===== src/rtl/core/rpe_pkg.sv =====
// ----------------------------------------------------------------------------
// rpe_pkg
// Shared types and constants of the run-length encoder with pair escape:
// beat payloads and the flush command passed from front to back.
// ----------------------------------------------------------------------------
package rpe_pkg;

	localparam int BYTE_W    = 8;
	localparam int RUN_LEN_W = 9;

	// queue depths between the parts
	localparam int CMD_DEPTH = 2;
	localparam int OUT_DEPTH = 2;

	// input beat
	typedef struct packed {
		logic [BYTE_W-1:0] in_byte;
		logic              last_in;
	} item_t;

	// result beat
	typedef struct packed {
		logic [BYTE_W-1:0] out_byte;
		logic              last_out;
	} result_t;

	// one run to be written out
	typedef struct packed {
		logic [BYTE_W-1:0]    value;
		logic [RUN_LEN_W-1:0] len;
	} group_t;

	// flush command: an optional ended run, then an optional frame-final run
	typedef struct packed {
		logic   has_a;
		group_t grp_a;
		logic   has_b;
		group_t grp_b;
	} cmd_t;

	localparam int CMD_W    = $bits(cmd_t);
	localparam int RESULT_W = $bits(result_t);

endpackage


===== src/rtl/core/rpe_fifo.sv =====
// ----------------------------------------------------------------------------
// rpe_fifo
// Small register-based first-in first-out queue with show-ahead read.
// ----------------------------------------------------------------------------
module rpe_fifo #(
	parameter int WIDTH = 8,
	parameter int DEPTH = 2
) (
	input  logic             clk,
	input  logic             arst_n,
	input  logic             wr_en,
	input  logic [WIDTH-1:0] wr_data,
	input  logic             rd_en,
	output logic [WIDTH-1:0] rd_data,
	output logic             full,
	output logic             empty
);

	localparam int AW = (DEPTH > 1) ? $clog2(DEPTH) : 1;
	localparam int CW = $clog2(DEPTH + 1);
	localparam logic [AW-1:0] PTR_LAST = AW'(DEPTH - 1);
	localparam logic [CW-1:0] CNT_FULL = CW'(DEPTH);

	logic [WIDTH-1:0] mem_q [DEPTH];
	logic [AW-1:0]    wr_ptr_q;
	logic [AW-1:0]    rd_ptr_q;
	logic [CW-1:0]    cnt_q;
	logic             do_wr;
	logic             do_rd;

	assign full    = (cnt_q == CNT_FULL);
	assign empty   = (cnt_q == '0);
	assign do_wr   = wr_en && !full;
	assign do_rd   = rd_en && !empty;
	assign rd_data = mem_q[rd_ptr_q];

	// storage, no reset needed
	always_ff @(posedge clk) begin
		if (do_wr) begin
			mem_q[wr_ptr_q] <= wr_data;
		end
	end

	// pointers and fill count
	always_ff @(posedge clk or negedge arst_n) begin
		if (!arst_n) begin
			wr_ptr_q <= '0;
			rd_ptr_q <= '0;
			cnt_q    <= '0;
		end else begin
			if (do_wr) begin
				wr_ptr_q <= (wr_ptr_q == PTR_LAST) ? '0 : wr_ptr_q + AW'(1);
			end
			if (do_rd) begin
				rd_ptr_q <= (rd_ptr_q == PTR_LAST) ? '0 : rd_ptr_q + AW'(1);
			end
			if (do_wr && !do_rd) begin
				cnt_q <= cnt_q + CW'(1);
			end else if (do_rd && !do_wr) begin
				cnt_q <= cnt_q - CW'(1);
			end
		end
	end

endmodule


===== src/rtl/core/rpe_front.sv =====
// ----------------------------------------------------------------------------
// rpe_front
// Run tracker: holds the current byte and its length, and turns each input
// beat into a flush command when a run ends or the frame closes.
// ----------------------------------------------------------------------------
module rpe_front #(
	parameter int MAX_RUN = 257
) (
	input  logic          clk,
	input  logic          arst_n,
	input  logic          accept,
	input  rpe_pkg::item_t item,
	output logic          cmd_valid,
	output rpe_pkg::cmd_t  cmd
);

	localparam logic [rpe_pkg::RUN_LEN_W-1:0] RUN_MAX = rpe_pkg::RUN_LEN_W'(MAX_RUN);
	localparam logic [rpe_pkg::RUN_LEN_W-1:0] LEN_ONE = rpe_pkg::RUN_LEN_W'(1);

	logic                            active_q;
	logic [rpe_pkg::BYTE_W-1:0]      value_q;
	logic [rpe_pkg::RUN_LEN_W-1:0]   len_q;

	logic                            has_a;
	logic [rpe_pkg::BYTE_W-1:0]      value_nx;
	logic [rpe_pkg::RUN_LEN_W-1:0]   len_nx;

	// classify the beat against the held run
	always_comb begin
		has_a    = 1'b0;
		value_nx = value_q;
		len_nx   = len_q;
		priority if (!active_q) begin
			value_nx = item.in_byte;
			len_nx   = LEN_ONE;
		end else if (item.in_byte == value_q) begin
			if (len_q >= RUN_MAX) begin
				has_a  = 1'b1;
				len_nx = LEN_ONE;
			end else begin
				len_nx = len_q + LEN_ONE;
			end
		end else begin
			has_a    = 1'b1;
			value_nx = item.in_byte;
			len_nx   = LEN_ONE;
		end
	end

	// build the flush command
	always_comb begin
		cmd.has_a       = has_a;
		cmd.grp_a.value = value_q;
		cmd.grp_a.len   = len_q;
		cmd.has_b       = item.last_in;
		cmd.grp_b.value = value_nx;
		cmd.grp_b.len   = len_nx;
	end

	assign cmd_valid = accept && (has_a || item.last_in);

	// run state
	always_ff @(posedge clk or negedge arst_n) begin
		if (!arst_n) begin
			active_q <= 1'b0;
			value_q  <= '0;
			len_q    <= '0;
		end else if (accept) begin
			if (item.last_in) begin
				active_q <= 1'b0;
				value_q  <= '0;
				len_q    <= '0;
			end else begin
				active_q <= 1'b1;
				value_q  <= value_nx;
				len_q    <= len_nx;
			end
		end
	end

endmodule


===== src/rtl/core/rpe_back.sv =====
// ----------------------------------------------------------------------------
// rpe_back
// Byte sequencer: expands each run of the flush command at the queue head
// into one literal byte or a byte pair plus length, one beat per cycle while no queue stalls it.
// ----------------------------------------------------------------------------
module rpe_back (
	input  logic             clk,
	input  logic             arst_n,
	input  logic             cmd_empty,
	input  rpe_pkg::cmd_t     cmd,
	output logic             cmd_pop,
	input  logic             out_full,
	output logic             out_push,
	output rpe_pkg::result_t  result
);

	localparam logic GRP_A = 1'b0;
	localparam logic GRP_B = 1'b1;

	localparam logic [1:0] IDX_FIRST = 2'd0;
	localparam logic [1:0] IDX_LEN   = 2'd2;
	localparam logic [rpe_pkg::RUN_LEN_W-1:0] LEN_ONE = rpe_pkg::RUN_LEN_W'(1);
	localparam logic [rpe_pkg::RUN_LEN_W-1:0] LEN_TWO = rpe_pkg::RUN_LEN_W'(2);

	logic                          grp_q;
	logic [1:0]                    idx_q;
	logic                          cur_grp;
	rpe_pkg::group_t               cur;
	logic [rpe_pkg::RUN_LEN_W-1:0] len_m2;
	logic                          grp_done;
	logic                          cmd_done;
	logic                          fire;

	// pick the group being written; skip an absent first group
	assign cur_grp = grp_q | !cmd.has_a;
	assign cur     = (cur_grp == GRP_B) ? cmd.grp_b : cmd.grp_a;
	assign len_m2  = cur.len - LEN_TWO;

	assign grp_done = (cur.len <= LEN_ONE) ? (idx_q == IDX_FIRST) : (idx_q == IDX_LEN);
	assign cmd_done = grp_done && ((cur_grp == GRP_B) || !cmd.has_b);
	assign fire     = !cmd_empty && !out_full;

	assign out_push = fire;
	assign cmd_pop  = fire && cmd_done;

	// result beat
	always_comb begin
		result.out_byte = (idx_q == IDX_LEN) ? len_m2[rpe_pkg::BYTE_W-1:0] : cur.value;
		result.last_out = grp_done && (cur_grp == GRP_B);
	end

	// position within the command
	always_ff @(posedge clk or negedge arst_n) begin
		if (!arst_n) begin
			grp_q <= GRP_A;
			idx_q <= IDX_FIRST;
		end else if (fire) begin
			if (grp_done) begin
				idx_q <= IDX_FIRST;
				grp_q <= cmd_done ? GRP_A : GRP_B;
			end else begin
				idx_q <= idx_q + 2'd1;
			end
		end
	end

endmodule


===== src/rtl/core/rle_pair_escape_encoder.sv =====
// ----------------------------------------------------------------------------
// rle_pair_escape_encoder
// Run-length encoder with doubled-byte escape, queue interface on both sides.
// ----------------------------------------------------------------------------
// A raw byte beat is taken in any cycle in which the two-entry command queue
// has room, so input runs at one beat per cycle while runs keep growing. A run
// of one comes out as the byte alone, a longer run as the byte twice and then
// its length minus two; the byte sequencer writes one result beat per cycle
// while the result queue has room, so the result port sets the sustained rate:
// three result beats per ended run of two or more, one per single byte (one and
// a half result beats per input byte for runs of two). The command of the
// closing beat is queued, and its first result beat is queued in turn.
module rle_pair_escape_encoder #(
	parameter int MAX_RUN = 257
) (
	input  logic             clk,
	input  logic             arst_n,
	input  logic             push,
	output logic             full,
	input  rpe_pkg::item_t    item,
	output logic             empty,
	input  logic             pop,
	output rpe_pkg::result_t  result
);

	logic                          accept;
	logic                          cmd_push;
	rpe_pkg::cmd_t                 cmd_in;
	rpe_pkg::cmd_t                 cmd_head;
	logic [rpe_pkg::CMD_W-1:0]     cmd_head_bits;
	logic                          cmd_full;
	logic                          cmd_empty;
	logic                          cmd_pop;
	logic                          out_push;
	logic                          out_full;
	rpe_pkg::result_t              back_result;
	logic [rpe_pkg::RESULT_W-1:0]  out_head_bits;

	assign full   = cmd_full;
	assign accept = push && !cmd_full;

	// front: run tracking
	rpe_front #(
		.MAX_RUN (MAX_RUN)
	) u_front (
		.clk       (clk),
		.arst_n    (arst_n),
		.accept    (accept),
		.item      (item),
		.cmd_valid (cmd_push),
		.cmd       (cmd_in)
	);

	// command queue between front and back
	rpe_fifo #(
		.WIDTH (rpe_pkg::CMD_W),
		.DEPTH (rpe_pkg::CMD_DEPTH)
	) u_cmd_fifo (
		.clk     (clk),
		.arst_n  (arst_n),
		.wr_en   (cmd_push),
		.wr_data (cmd_in),
		.rd_en   (cmd_pop),
		.rd_data (cmd_head_bits),
		.full    (cmd_full),
		.empty   (cmd_empty)
	);

	assign cmd_head = rpe_pkg::cmd_t'(cmd_head_bits);

	// back: byte sequencing
	rpe_back u_back (
		.clk       (clk),
		.arst_n    (arst_n),
		.cmd_empty (cmd_empty),
		.cmd       (cmd_head),
		.cmd_pop   (cmd_pop),
		.out_full  (out_full),
		.out_push  (out_push),
		.result    (back_result)
	);

	// result queue toward the consumer
	rpe_fifo #(
		.WIDTH (rpe_pkg::RESULT_W),
		.DEPTH (rpe_pkg::OUT_DEPTH)
	) u_out_fifo (
		.clk     (clk),
		.arst_n  (arst_n),
		.wr_en   (out_push),
		.wr_data (back_result),
		.rd_en   (pop),
		.rd_data (out_head_bits),
		.full    (out_full),
		.empty   (empty)
	);

	assign result = rpe_pkg::result_t'(out_head_bits);

	// front never pushes into a full command queue
	a_cmd_no_overflow: assert property (@(posedge clk) disable iff (!arst_n)
		cmd_push |-> !cmd_full)
		else $error("command pushed while queue full");

	// every queued command carries at least one run
	a_cmd_nonempty: assert property (@(posedge clk) disable iff (!arst_n)
		cmd_push |-> (cmd_in.has_a || cmd_in.has_b))
		else $error("empty flush command queued");

	// a frame-final beat always releases its command
	a_last_pops_cmd: assert property (@(posedge clk) disable iff (!arst_n)
		(out_push && back_result.last_out) |-> cmd_pop)
		else $error("frame end without command release");

	// a beat that closes a frame produces a command
	a_last_in_pushes: assert property (@(posedge clk) disable iff (!arst_n)
		(accept && item.last_in) |-> cmd_push)
		else $error("frame end produced no command");

endmodule

===== config.mk =====
export PLATFORM = sky130hd
export DESIGN_NAME = rle_pair_escape_encoder
export DESIGN_NICKNAME = d
export VERILOG_FILES = /design/src/rtl/core/rpe_pkg.sv /design/src/rtl/core/rpe_fifo.sv /design/src/rtl/core/rpe_front.sv /design/src/rtl/core/rpe_back.sv /design/src/rtl/core/rle_pair_escape_encoder.sv
export SDC_FILE = /design/constraint.sdc
export NUM_CORES = 1
export LEC_CHECK = 0
export BUFFER_PORTS_ARGS = -buffer_cell sky130_fd_sc_hd__buf_2
export CORE_MARGIN = 3
export CORE_UTILIZATION = 35
export CTS_CLUSTER_DIAMETER = 100
export DETAILED_ROUTE_END_ITERATION = 10
export GPL_TIMING_DRIVEN = 0
export PLACE_DENSITY = 0.46
export SLEW_MARGIN = 20
export SYNTH_ARGS = -nofsm -noshare
export SYNTH_HDL_FRONTEND = slang
export SYNTH_HIERARCHICAL = 1
export SYNTH_SLANG_ARGS = --single-unit

===== constraint.sdc =====
create_clock -name clk -period 8.3 [get_ports clk]
set_clock_uncertainty 0.2 [all_clocks]
set_input_delay 1.66 -clock clk [delete_from_list [all_inputs] [get_ports clk]]
set_output_delay 1.66 -clock clk [all_outputs]
set_load 0.02 [all_outputs]

# Word level (Yosys, flattened, before mapping)
# Memories as Yosys holds them, arrays and structs flattened.
# Cells that the tools add are included.
# Widths: inputs -> output; s select.
[word_totals]
word_cells = 91
mem_count = 2
output_inout_bits = 11
input_bits = 13
ff_bits = 29
ramBits = 90
[mem_list]
columns = ["name", "depth", "word_bits", "rd", "rd_ports_with_merged_regs", "wr", "line_no", "text"]
rows = [
  ["u_cmd_fifo.mem_q", 2, 36, 1, 0, 1, "rpe_fifo.sv:24", "logic [WIDTH-1:0] mem_q [DEPTH];"],
  ["u_out_fifo.mem_q", 2, 9, 1, 0, 1, "rpe_fifo.sv:24", ""],
]
[op_classes]
n_bitwise = 1
n_reduce_logical = 32
n_eq_ne = 4
n_mux = 28
order_cmp = 2
n_addsub = 11
[op_table]
columns = ["operator", "count"]
rows = [
  ["$mux 9", 4],
  ["$mux 8", 4],
  ["$mux 17", 1],
  ["$logic_and 1x1->1", 14],
  ["$mux 1", 14],
  ["$logic_not 1->1", 10],
  ["$mux 2", 5],
  ["$add 9x1->9 const B", 1],
  ["$ge 9x9->1 const B", 1],
  ["$le 9x1->1 const B", 1],
  ["$eq 8x8->1", 1],
  ["$sub 8x2->8 const B", 1],
  ["$add 2x1->2 const B", 3],
  ["$eq 2x2->1 const B", 3],
  ["$logic_not 2->1", 3],
  ["$add 1x1->1 const B", 4],
  ["$reduce_bool 2->1", 2],
  ["$sub 2x1->2 const B", 2],
  ["$logic_or 1x1->1", 2],
  ["$reduce_and 2->1", 1],
  ["$or 1x1->1", 1],
]

# Logic depth before layout (Yosys ltp)
# Gate-level depths: netlist of run 1.
# An unclocked memory read counts as a cell.
[logic_depth]
depth_word = 12
ltp_mapped = 18
mapped_depth_nobuf = 13

# Hierarchy
# Netlist of run 1, hierarchy kept.
[modules_own_cells]
columns = ["module", "cells_per_inst", "area_per_inst_um2", "seq_area_each_um2", "instances"]
rows = [
  ["rpe_fifo at u_cmd_fifo", 131, 2944.1, 2262.2, 1],
  ["rpe_front", 138, 1192.4, 450.4, 1],
  ["rpe_fifo at u_out_fifo", 47, 845.8, 640.6, 1],
  ["rpe_back", 79, 611.8, 75.1, 1],
  ["rle_pair_escape_encoder", 1, 13.8, 0.0, 1],
]

# Least setup slack after synthesis of run 1
# OpenSTA, ideal clock, no wires.
[synth_timing]
kind = "in2reg"
startpoint = "input push"
endpoint = "memory u_cmd_fifo/mem_q[0][0] in the netlist's numbering (enable)"
required_time_ns = 7.671
setup_time_ns = 0.429
n_path_buf = 2
cell_stages = 6
slack_ns = 3.464
arrival_time_ns = 4.207
path_cell_list = "nor2b_4 clkbuf_1 buf_1 o21a_1 nand2_1 nor2_1"
[synth_via]
elab_chain_len = 5
[synth_lines]
columns = ["item", "line_no", "text"]
rows = [
  ["start: declaration", "rle_pair_escape_encoder.sv:18", "input logic push,"],
  ["$logic_and 1x1->1", "rle_pair_escape_encoder.sv:40", "assign accept = push && !cmd_full;"],
  ["$logic_and 1x1->1", "rpe_front.sv:60", "assign cmd_valid = accept && (has_a || item.last_in);"],
  ["named net cmd_push", "rle_pair_escape_encoder.sv:27", "logic cmd_push;"],
  ["$logic_and 1x1->1", "rpe_fifo.sv:33", "assign do_wr = wr_en && !full;"],
  ["$mux 1", "rpe_fifo.sv:39", "if (do_wr) begin"],
  ["$mux 1 (not written as such)", "rpe_fifo.sv:40", "mem_q[wr_ptr_q] <= wr_data;"],
  ["end: declaration", "rpe_fifo.sv:24", ""],
]
# The timed path passes the listed nets, and every way through them passes these cells.

==> results of run 1 <==
[power groups by stage]
| stage | logic (uW) | registers, uW | clock network (uW) |
|---|---|---|---|
| finish | 922 | 949 | 718 |
| global route | 1020 | 969 | 760 |
| CTS | 947 | 950 | 734 |
| detailed placement | 944 | 960 | 0 |
| global placement | 919 | 959 | 0 |
| floorplan | 689 | 942 | 0 |
[cell families after synthesis]
family | synth area share
multiplexers | 0.139
XOR/XNOR | 0.0500
AO/OA/AOI/OAI | 0.0553
AND/OR/NAND/NOR | 0.0819
adder cells (fa/ha/maj) | 0.0156
buffers and inverters | 0.0469
flip-flops | 0.611
[metal layers]
layer	share of wire	up-vias	track usage	wire length, um
met5	0	-	0	0
met4	0.012	0	0.0514	140
met3	0.036	10	0.0430	416
met2	0.46	51	0.208	5320
met1	0.49	1562	0.187	5620
li1	-	1516	-	-
[flip-flops by register name (all words and copies together) (netlist names)]
name	flops
u_out_fifo/cnt_q	2
u_out_fifo/wr_ptr_q	1
u_cmd_fifo/rd_ptr_q	1
u_back/idx_q	2
u_out_fifo/rd_ptr_q	1
u_cmd_fifo/wr_ptr_q	1
u_front/active_q	1
u_cmd_fifo/cnt_q	2
u_back/grp_q	1
u_cmd_fifo/mem_q	72
u_front/len_q	9
u_out_fifo/mem_q	18
u_front/value_q	8
[worst register-to-register path: stages, from the launching register on]
cell,delay (ps)
dfrtp_1,370
buf_6,170
buf_12,170
mux2_4,200
nor2b_1,110
buf_2,240
buf_2,320
buf_1,580
mux2i_1,400
ha_1,240
nand2_1,90
a211o_1,320
mux2i_1,210
nor2b_1,170
o21ai_1,110
ha_1,210
xor2_1,140
nor2_1,110
xor2_1,150
[cells in the mapped netlist (all sizes together)]
library cell / count
a31oi: 3
inv: 17
xor2: 25
nor2b: 6
nand3b: 9
or4b: 1
and3b: 1
or3: 1
a21o: 1
o21ai: 18
dfrtp: 29
o21a: 2
nand4: 4
nor3: 3
a21oi: 11
mux2i: 13
or4: 1
a31o: 1
o41ai: 1
mux2: 46
xnor2: 7
o2bb2ai: 1
and2: 2
and4: 1
buf: 13
nor4: 2
ha: 7
edfxtp: 90
o31ai: 2
and3: 4
a211oi: 3
or2: 2
a211o: 1
nand3: 6
nand2: 15
nor3b: 2
nor2: 23
nand2b: 2
o22ai: 1
mux4: 1
clkbuf: 18
[worst max path at each step]
stage,from,slack [ps],cells after the start,end
after detailed placement,u_cmd_fifo/rd_ptr_q,3630,18,u_cmd_fifo/cnt_q[1]
after global routing,u_cmd_fifo/rd_ptr_q,3420,17,u_cmd_fifo/cnt_q[1]
after floorplan,push,3460,6,u_cmd_fifo/mem_q[0][0]
final,u_cmd_fifo/rd_ptr_q,3720,18,u_cmd_fifo/cnt_q[1]
after CTS,u_cmd_fifo/rd_ptr_q,3620,18,u_cmd_fifo/cnt_q[1]
after global placement,push,1700,7,u_cmd_fifo/mem_q[0][14]
[per-stage QoR]
stage,total power (uW),util,cells
floorplan,1630,-,396
global placement,1880,0.388,630
detailed placement,1900,0.391,632
CTS,2630,0.428,664
global route,2750,0.428,664
finish,2590,0.428,664
[area by class of cell]
type,count,area (um^2),area share
clock buffer,22,444,0.0672
tap,211,264,0.0399
timing repair buffer,25,155,0.0235
buffer,31,199,0.0301
inverter,17,63.8,0.00965
sequential,119,3430,0.519
multi-input combinational,229,1930,0.291
clock inverter,10,130,0.0197
==> reports/metrics.csv, run 1 <==
stage,metric,value,unit
outcome,status,finished clean,
timing,Setup Viol. Count Final,0,
cells_and_area,"commonest cells after routing, fill and taps aside","edfxtp_1 (90), dfrtp_1 (29), mux2_4 (29)",
clock_network,CTS Hold Buffers Added,0,
cells_and_area,final instance area,6610,um^2
clock_network,CTS Root Buffer Type,clkbuf_16,
global_route,initial antenna violation count,0,
timing,measured slew at the worst slew-check pin,822,ps
floorplan,io pins,24,
clock_network,post-CTS setup buffers,0,
power_and_ir_drop,sequential power share,0.367,
critical_path,Slowest cell on crit path,buf_1,
clock_network,Clock Latency Late Sink,410,ps
timing,Final Critical Period,4580,ps
route,Pre-Repair DR Iteration Count,4,
route,post-route ant nets,0,
timing,final hold viol count,0,
logic_synthesis,Synth area leader,edfxtp_1,
timing,max-slew violation count,0,
logic_synthesis,syn_nets,416,
logic_synthesis,syn avg cell area,14.2,um^2
power_and_ir_drop,Int Power,1740,uW
timing,Fmax,218,MHz
global_route,vias in the first global route,3155,
floorplan,Die Width,133,um
critical_path,R2R Path End,u_cmd_fifo/cnt_q[1],
floorplan,area of the die,17600,um^2
logic_synthesis,synthesized cell area,5610,um^2
floorplan,core box area,15400,um^2
logic_synthesis,Synth area leaders,"edfxtp_1 (48%), dfrtp_1 (13%), mux2_4 (7.8%), xor2_1 (3.9%), mux2i_1 (2.3%)",
clock_network,post-CTS sizing,0,
logic_synthesis,Syn Inst Count,396,
critical_path,Buf/Inv on CP,5,
critical_path,"Max FO, Critical Path",10,
logic_synthesis,share of the synthesized area in the top cell type,0.482,
power_and_ir_drop,Net Sw Frac,0.326,
placement,Placed Area,6040,um^2
floorplan,Initial Util,0.364,
timing,max_slew headroom,0.452,
power_and_ir_drop,Lkg Pwr,0.00254,uW
placement,Port Buffers,23,
logic_synthesis,Yosys warning count,6,
power_and_ir_drop,Pwr per Cell Area,392,nW/um^2
placement,DP HPWL,7800,um
cells_and_area,"commonest non-fill, non-tap cell in the layout",edfxtp_1,
run,max_cap viols,0,
timing,Fin Hold WS,299,ps
timing,setup slack after layout,3720,ps
global_route,first-pass GRT wire length,18000,um
critical_path,CP Cell Sequence,buf_6 > buf_12 > mux2_4 > nor2b_1 > buf_2 > buf_2 > buf_1 > mux2i_1 > ha_1 > nand2_1 > a211o_1 > mux2i_1 > nor2b_1 > o21ai_1 > ha_1 > xor2_1 > nor2_1 > xor2_1,
route,vias per cell,4.73,
critical_path,WS Path Type,reg -> reg,
floorplan,Row Count,45,
critical_path,critical path's largest stage delay,580,ps
clock_network,TritonCTS clock tree,yes,
clock_network,CTS sink count,119,
clock_network,CTS max path bufs,2,
cells_and_area,n_diodes,0,
timing,unrepaired setup endpoints after global routing,false,
power_and_ir_drop,Comb pwr share,0.356,
global_route,grt total ovfl,0,
timing,Setup Total Neg Slack,0,ps
critical_path,worst reg2reg startpoint,u_cmd_fifo/rd_ptr_q,
global_route,all-layer global routing usage,0.138,
critical_path,startpoint types,flop,
logic_synthesis,"flops & latches, synth",119,
global_route,largest net degree at the start of global routing,30,
power_and_ir_drop,Clk pwr share,0.277,
critical_path,crit end category,flop,
critical_path,Reg2Reg Depth,18,
logic_synthesis,Synth cell types,54,
clock_network,cts bufs inserted,17,
route,Starting DRT DRC Count,134,
worst_hold_path,worst hold path type,reg -> reg,
cells_and_area,fillers,1462,
critical_path,R2R Setup Slk,3720,ps
placement,dpl ws,3630,ps
route,Routed wire per std cell,17.3,um
clock_network,"Reg clk slew, reported paths",50,ps
timing,period utilisation layout,0.552,
cells_and_area,share of cells above drive strength 1,0.260,
critical_path,Worst path top cell family by delay,buffers and inverters,
critical_path,"Arr. time, crit path",4720,ps
placement,routability-driven placement congestion ratio,0.736,
route,DRC,0,
worst_hold_path,Worst Hold End,u_cmd_fifo/mem_q[0][20],
route,Vias,3139,
worst_hold_path,worst min-delay path startpoint,u_front/len_q[2],
logic_synthesis,sequential-to-total area share from yosys stat,0.611,
worst_hold_path,hold-critical path depth,0,
cells_and_area,# nets final,460,
route,Routed Wire Length,11500,um
cells_and_area,Synth-to-Final Area Change,17.9,%
critical_path,worst endpoint required time,8440,ps
power_and_ir_drop,sw power,844,uW
floorplan,height of the die,133,um
power_and_ir_drop,maximum vdd ir drop,139,uV
clock_network,H-tree Lvls,4,
No activity file was read; power rests on OpenSTA's default activity.
==> run 2, diff against run 1 <==
--- a/config.mk
+++ b/config.mk
@@ -5,6 +5,7 @@
 export SDC_FILE = /design/constraint.sdc
 export NUM_CORES = 1
 export LEC_CHECK = 0
+export ABC_AREA = 1
 export BUFFER_PORTS_ARGS = -buffer_cell sky130_fd_sc_hd__buf_2
 export CORE_MARGIN = 3
 export CORE_UTILIZATION = 35
==> constraint.sdc (replaced) <==
create_clock -name clk -period 4.3 [get_ports clk]
set_clock_uncertainty 0.2 [all_clocks]
set_input_delay 0.86 -clock clk [delete_from_list [all_inputs] [get_ports clk]]
set_output_delay 0.86 -clock clk [all_outputs]
set_load 0.02 [all_outputs]
==> run 2 against run 1 <==
Against the previous run: via count is 23% higher; worst setup slack worse by 2900 ps; maximum frequency grew 31%; area after synthesis decreased by 0.20%; core utilization up 0.065 points; first-iteration DRC count grew 110%; critical endpoint is now u_cmd_fifo/mem_q[1][12]; largest power group unchanged.
==> reports/metrics.csv, run 2 <==
stage,metric,value,unit
outcome,status,finished clean,
critical_path,worst reg2reg startpoint,u_cmd_fifo/cnt_q[1],
cells_and_area,multi-input logic area,1820,um^2
critical_path,Slowest cell on crit path,nor2_4,
global_route,all-layer global routing usage,0.152,
placement,Placed Area,6030,um^2
clock_network,CTS Root Buffer Type,clkbuf_16,
clock_network,Clock Latency Late Sink,420,ps
clock_network,TritonCTS clock tree,yes,
power_and_ir_drop,sequential power share,0.362,
timing,max-slew violation count,0,
logic_synthesis,commonest cells in the netlist,"nand2_1 (243), edfxtp_1 (90), inv_1 (52), dfrtp_1 (29), nor2_1 (24)",
clock_network,cts bufs inserted,17,
clock_network,post-CTS sizing,0,
worst_hold_path,Worst Hold End,u_cmd_fifo/wr_ptr_q,
power_and_ir_drop,Int Power,3110,uW
power_and_ir_drop,Net Sw Frac,0.369,
logic_synthesis,most common cell in the netlist,nand2_1,
critical_path,crit end category,flop,
timing,Final Critical Period,3500,ps
cells_and_area,Register Area,3430,um^2
run,max_cap viols,0,
cells_and_area,Synth-to-Final Area Change,18.3,%
cells_and_area,fillers,1524,
logic_synthesis,syn_nets,606,
logic_synthesis,Syn Inst Count,586,
route,Pre-Repair DR Iteration Count,4,
placement,dpl ws,408,ps
critical_path,"Max FO, Critical Path",20,
floorplan,Row Count,45,
route,Starting DRT DRC Count,276,
power_and_ir_drop,Clk pwr share,0.287,
floorplan,Die Width,132,um
logic_synthesis,"flops & latches, synth",119,
floorplan,core box area,15400,um^2
cells_and_area,max reg flops,72,
clock_network,CTS sink count,119,
critical_path,R2R Setup Slk,800,ps
worst_hold_path,worst min-delay path startpoint,u_cmd_fifo/wr_ptr_q,
placement,DP HPWL,8950,um
clock_network,CTS max path bufs,2,
power_and_ir_drop,Lkg Pwr,0.00294,uW
critical_path,WS Path Type,reg -> reg,
route,Routed wire per std cell,14.5,um
floorplan,io pins,24,
critical_path,Reg2Reg Depth,9,
logic_synthesis,Synth area leaders,"edfxtp_1 (48%), nand2_1 (16%), dfrtp_1 (13%), inv_1 (3.5%), nand3_1 (1.8%)",
global_route,initial antenna violation count,0,
global_route,first-pass GRT wire length,20100,um
clock_network,post-CTS setup buffers,0,
cells_and_area,n_diodes,0,
clock_network,CTS Hold Buffers Added,0,
cells_and_area,final instance area,6620,um^2
route,vias per cell,4.51,
logic_synthesis,Synth area leader,edfxtp_1,
critical_path,CP dominant cell by count,nor2_2,
floorplan,Initial Util,0.363,
global_route,largest net degree at the start of global routing,32,
timing,period utilisation layout,0.814,
timing,setup slack after layout,798,ps
critical_path,critical path's largest stage delay,540,ps
placement,Port Buffers,23,
logic_synthesis,Synth Flop Type,edfxtp_1,
worst_hold_path,worst hold path type,reg -> reg,
cells_and_area,share of cells above drive strength 1,0.171,
timing,unrepaired setup endpoints after global routing,false,
placement,routability-driven placement congestion ratio,0.820,
route,post-route ant nets,0,
logic_synthesis,Synth cell types,37,
critical_path,startpoint types,flop,
critical_path,worst endpoint required time,4220,ps
power_and_ir_drop,Comb pwr share,0.351,
cells_and_area,Regs by FF count,"u_cmd_fifo/mem_q (72), u_out_fifo/mem_q (18), u_front/len_q (9)",
power_and_ir_drop,Pwr per Cell Area,743,nW/um^2
critical_path,CP Cell Sequence,inv_1 > nor2_2 > nor2_2 > inv_2 > clkbuf_1 > a21oi_1 > o21ai_0 > nor2_4 > buf_16,
logic_synthesis,Post-synth EDFFs,90,
logic_synthesis,syn avg cell area,9.55,um^2
cells_and_area,Top reg by flops,u_cmd_fifo/mem_q,
clock_network,H-tree Lvls,4,
logic_synthesis,share of the synthesized area in the top cell type,0.483,
power_and_ir_drop,sw power,1820,uW
power_and_ir_drop,maximum vdd ir drop,315,uV
route,Routed Wire Length,12300,um
route,DRC,0,
timing,max_slew headroom,0.473,
timing,final hold viol count,0,
critical_path,R2R Path End,u_cmd_fifo/mem_q[1][12],
route,Vias,3853,
worst_hold_path,hold-critical path depth,2,
timing,Setup Viol. Count Final,0,
floorplan,area of the die,17500,um^2
cells_and_area,# nets final,650,
logic_synthesis,Post-synth ARST share,0.244,
cells_and_area,"commonest non-fill, non-tap cell in the layout",nand2_1,
global_route,grt total ovfl,0,
global_route,vias in the first global route,3756,
logic_synthesis,synthesized cell area,5600,um^2
logic_synthesis,Yosys warning count,6,
timing,Fmax,286,MHz
clock_network,"Reg clk slew, reported paths",50,ps
cells_and_area,"commonest cells after routing, fill and taps aside","nand2_1 (243), edfxtp_1 (90), inv_1 (51)",
timing,measured slew at the worst slew-check pin,788,ps
critical_path,"Arr. time, crit path",3420,ps
timing,Fin Hold WS,279,ps
logic_synthesis,sequential-to-total area share from yosys stat,0.613,
floorplan,height of the die,132,um
-- run 2: cell types whose count changed in the layout (fill, tap and decap cells not counted), sizes merged, moves of 4 or more --
| cell | before | now |
|---|---|---|
| mux2 | 46 | 0 |
| clkbuf | 40 | 30 |
| nand2 | 15 | 250 |
| inv | 17 | 62 |
| mux2i | 13 | 0 |
| nor2b | 6 | 0 |
| nand3 | 6 | 25 |
| nand3b | 9 | 2 |
| nor2 | 23 | 39 |
| and3 | 4 | 0 |
| a21oi | 11 | 4 |
| o22ai | 1 | 8 |
| xor2 | 25 | 4 |
-- run 2: area by class of cell --
class,instances,share of cell area
clock inverter,12,0.0231
timing repair buffer,25,0.0246
tap,211,0.0399
buffer,23,0.0181
inverter,62,0.0355
sequential,119,0.518
clock buffer,20,0.0660
multi-input combinational,382,0.275
-- run 2: cell families after synthesis --
| family | after synthesis | share of synthesized area |
|---|---|---|
| AO/OA/AOI/OAI | 38 | 0.0420 |
| XOR/XNOR | 9 | 0.0141 |
| adder cells (fa/ha/maj) | 7 | 0.0156 |
| buffers and inverters | 85 | 0.0635 |
| flip-flops | 119 | 0.613 |
| AND/OR/NAND/NOR | 328 | 0.252 |
-- run 2: critical path: cells and delay by family (launching register included) --
| family | cells | cell delay [ps] |
|---|---|---|
| buffers and inverters | 4 | 750 |
| and+or+nand+nor | 3 | 1130 |
| DFF | 1 | 410 |
| AOI/OAI and AO/OA | 2 | 700 |
-- run 2: through the flow --
stage	cells	total power [uW]	setup TNS [ps]	util
6_report	854	4920	0	0.429
5_1_grt	854	5280	0	0.429
4_1_cts	854	5000	0	0.429
3_5_place_dp	822	3560	0	0.391
3_3_place_gp	820	3510	-54110	0.387
2_1_floorplan	586	3020	0	-
-- run 2: worst max-delay path by stage --
| stage | startpoint | end | slack (ps) | cells past startpoint |
|---|---|---|---|---|
| floorplan | push | u_cmd_fifo/mem_q[1][0] | 510 | 7 |
| global placement | push | u_cmd_fifo/mem_q[1][14] | -1440 | 8 |
| detailed placement | push | u_cmd_fifo/mem_q[1][14] | 410 | 9 |
| CTS | u_cmd_fifo/cnt_q[1] | u_cmd_fifo/mem_q[1][11] | 760 | 9 |
| global route | u_cmd_fifo/rd_ptr_q | u_cmd_fifo/cnt_q[1] | 450 | 21 |
| finish | u_cmd_fifo/cnt_q[1] | u_cmd_fifo/mem_q[1][12] | 800 | 9 |
-- run 2: routing by layer --
metal	share of wire	wire length (um)	GRT usage
met5	0	0	0
met4	0.013	160	0.0520
met3	0.039	482	0.0452
met2	0.46	5720	0.233
met1	0.48	5990	0.206
-- run 2: power by group through the flow --
| stage | logic, uW | registers [uW] | clock network [uW] |
|---|---|---|---|
| 3_3_place_gp | 1700 | 1810 | 0 |
| 2_1_floorplan | 1240 | 1780 | 0 |
| 4_1_cts | 1760 | 1790 | 1450 |
| 6_report | 1730 | 1780 | 1410 |
| 3_5_place_dp | 1750 | 1810 | 0 |
| 5_1_grt | 1970 | 1820 | 1500 |
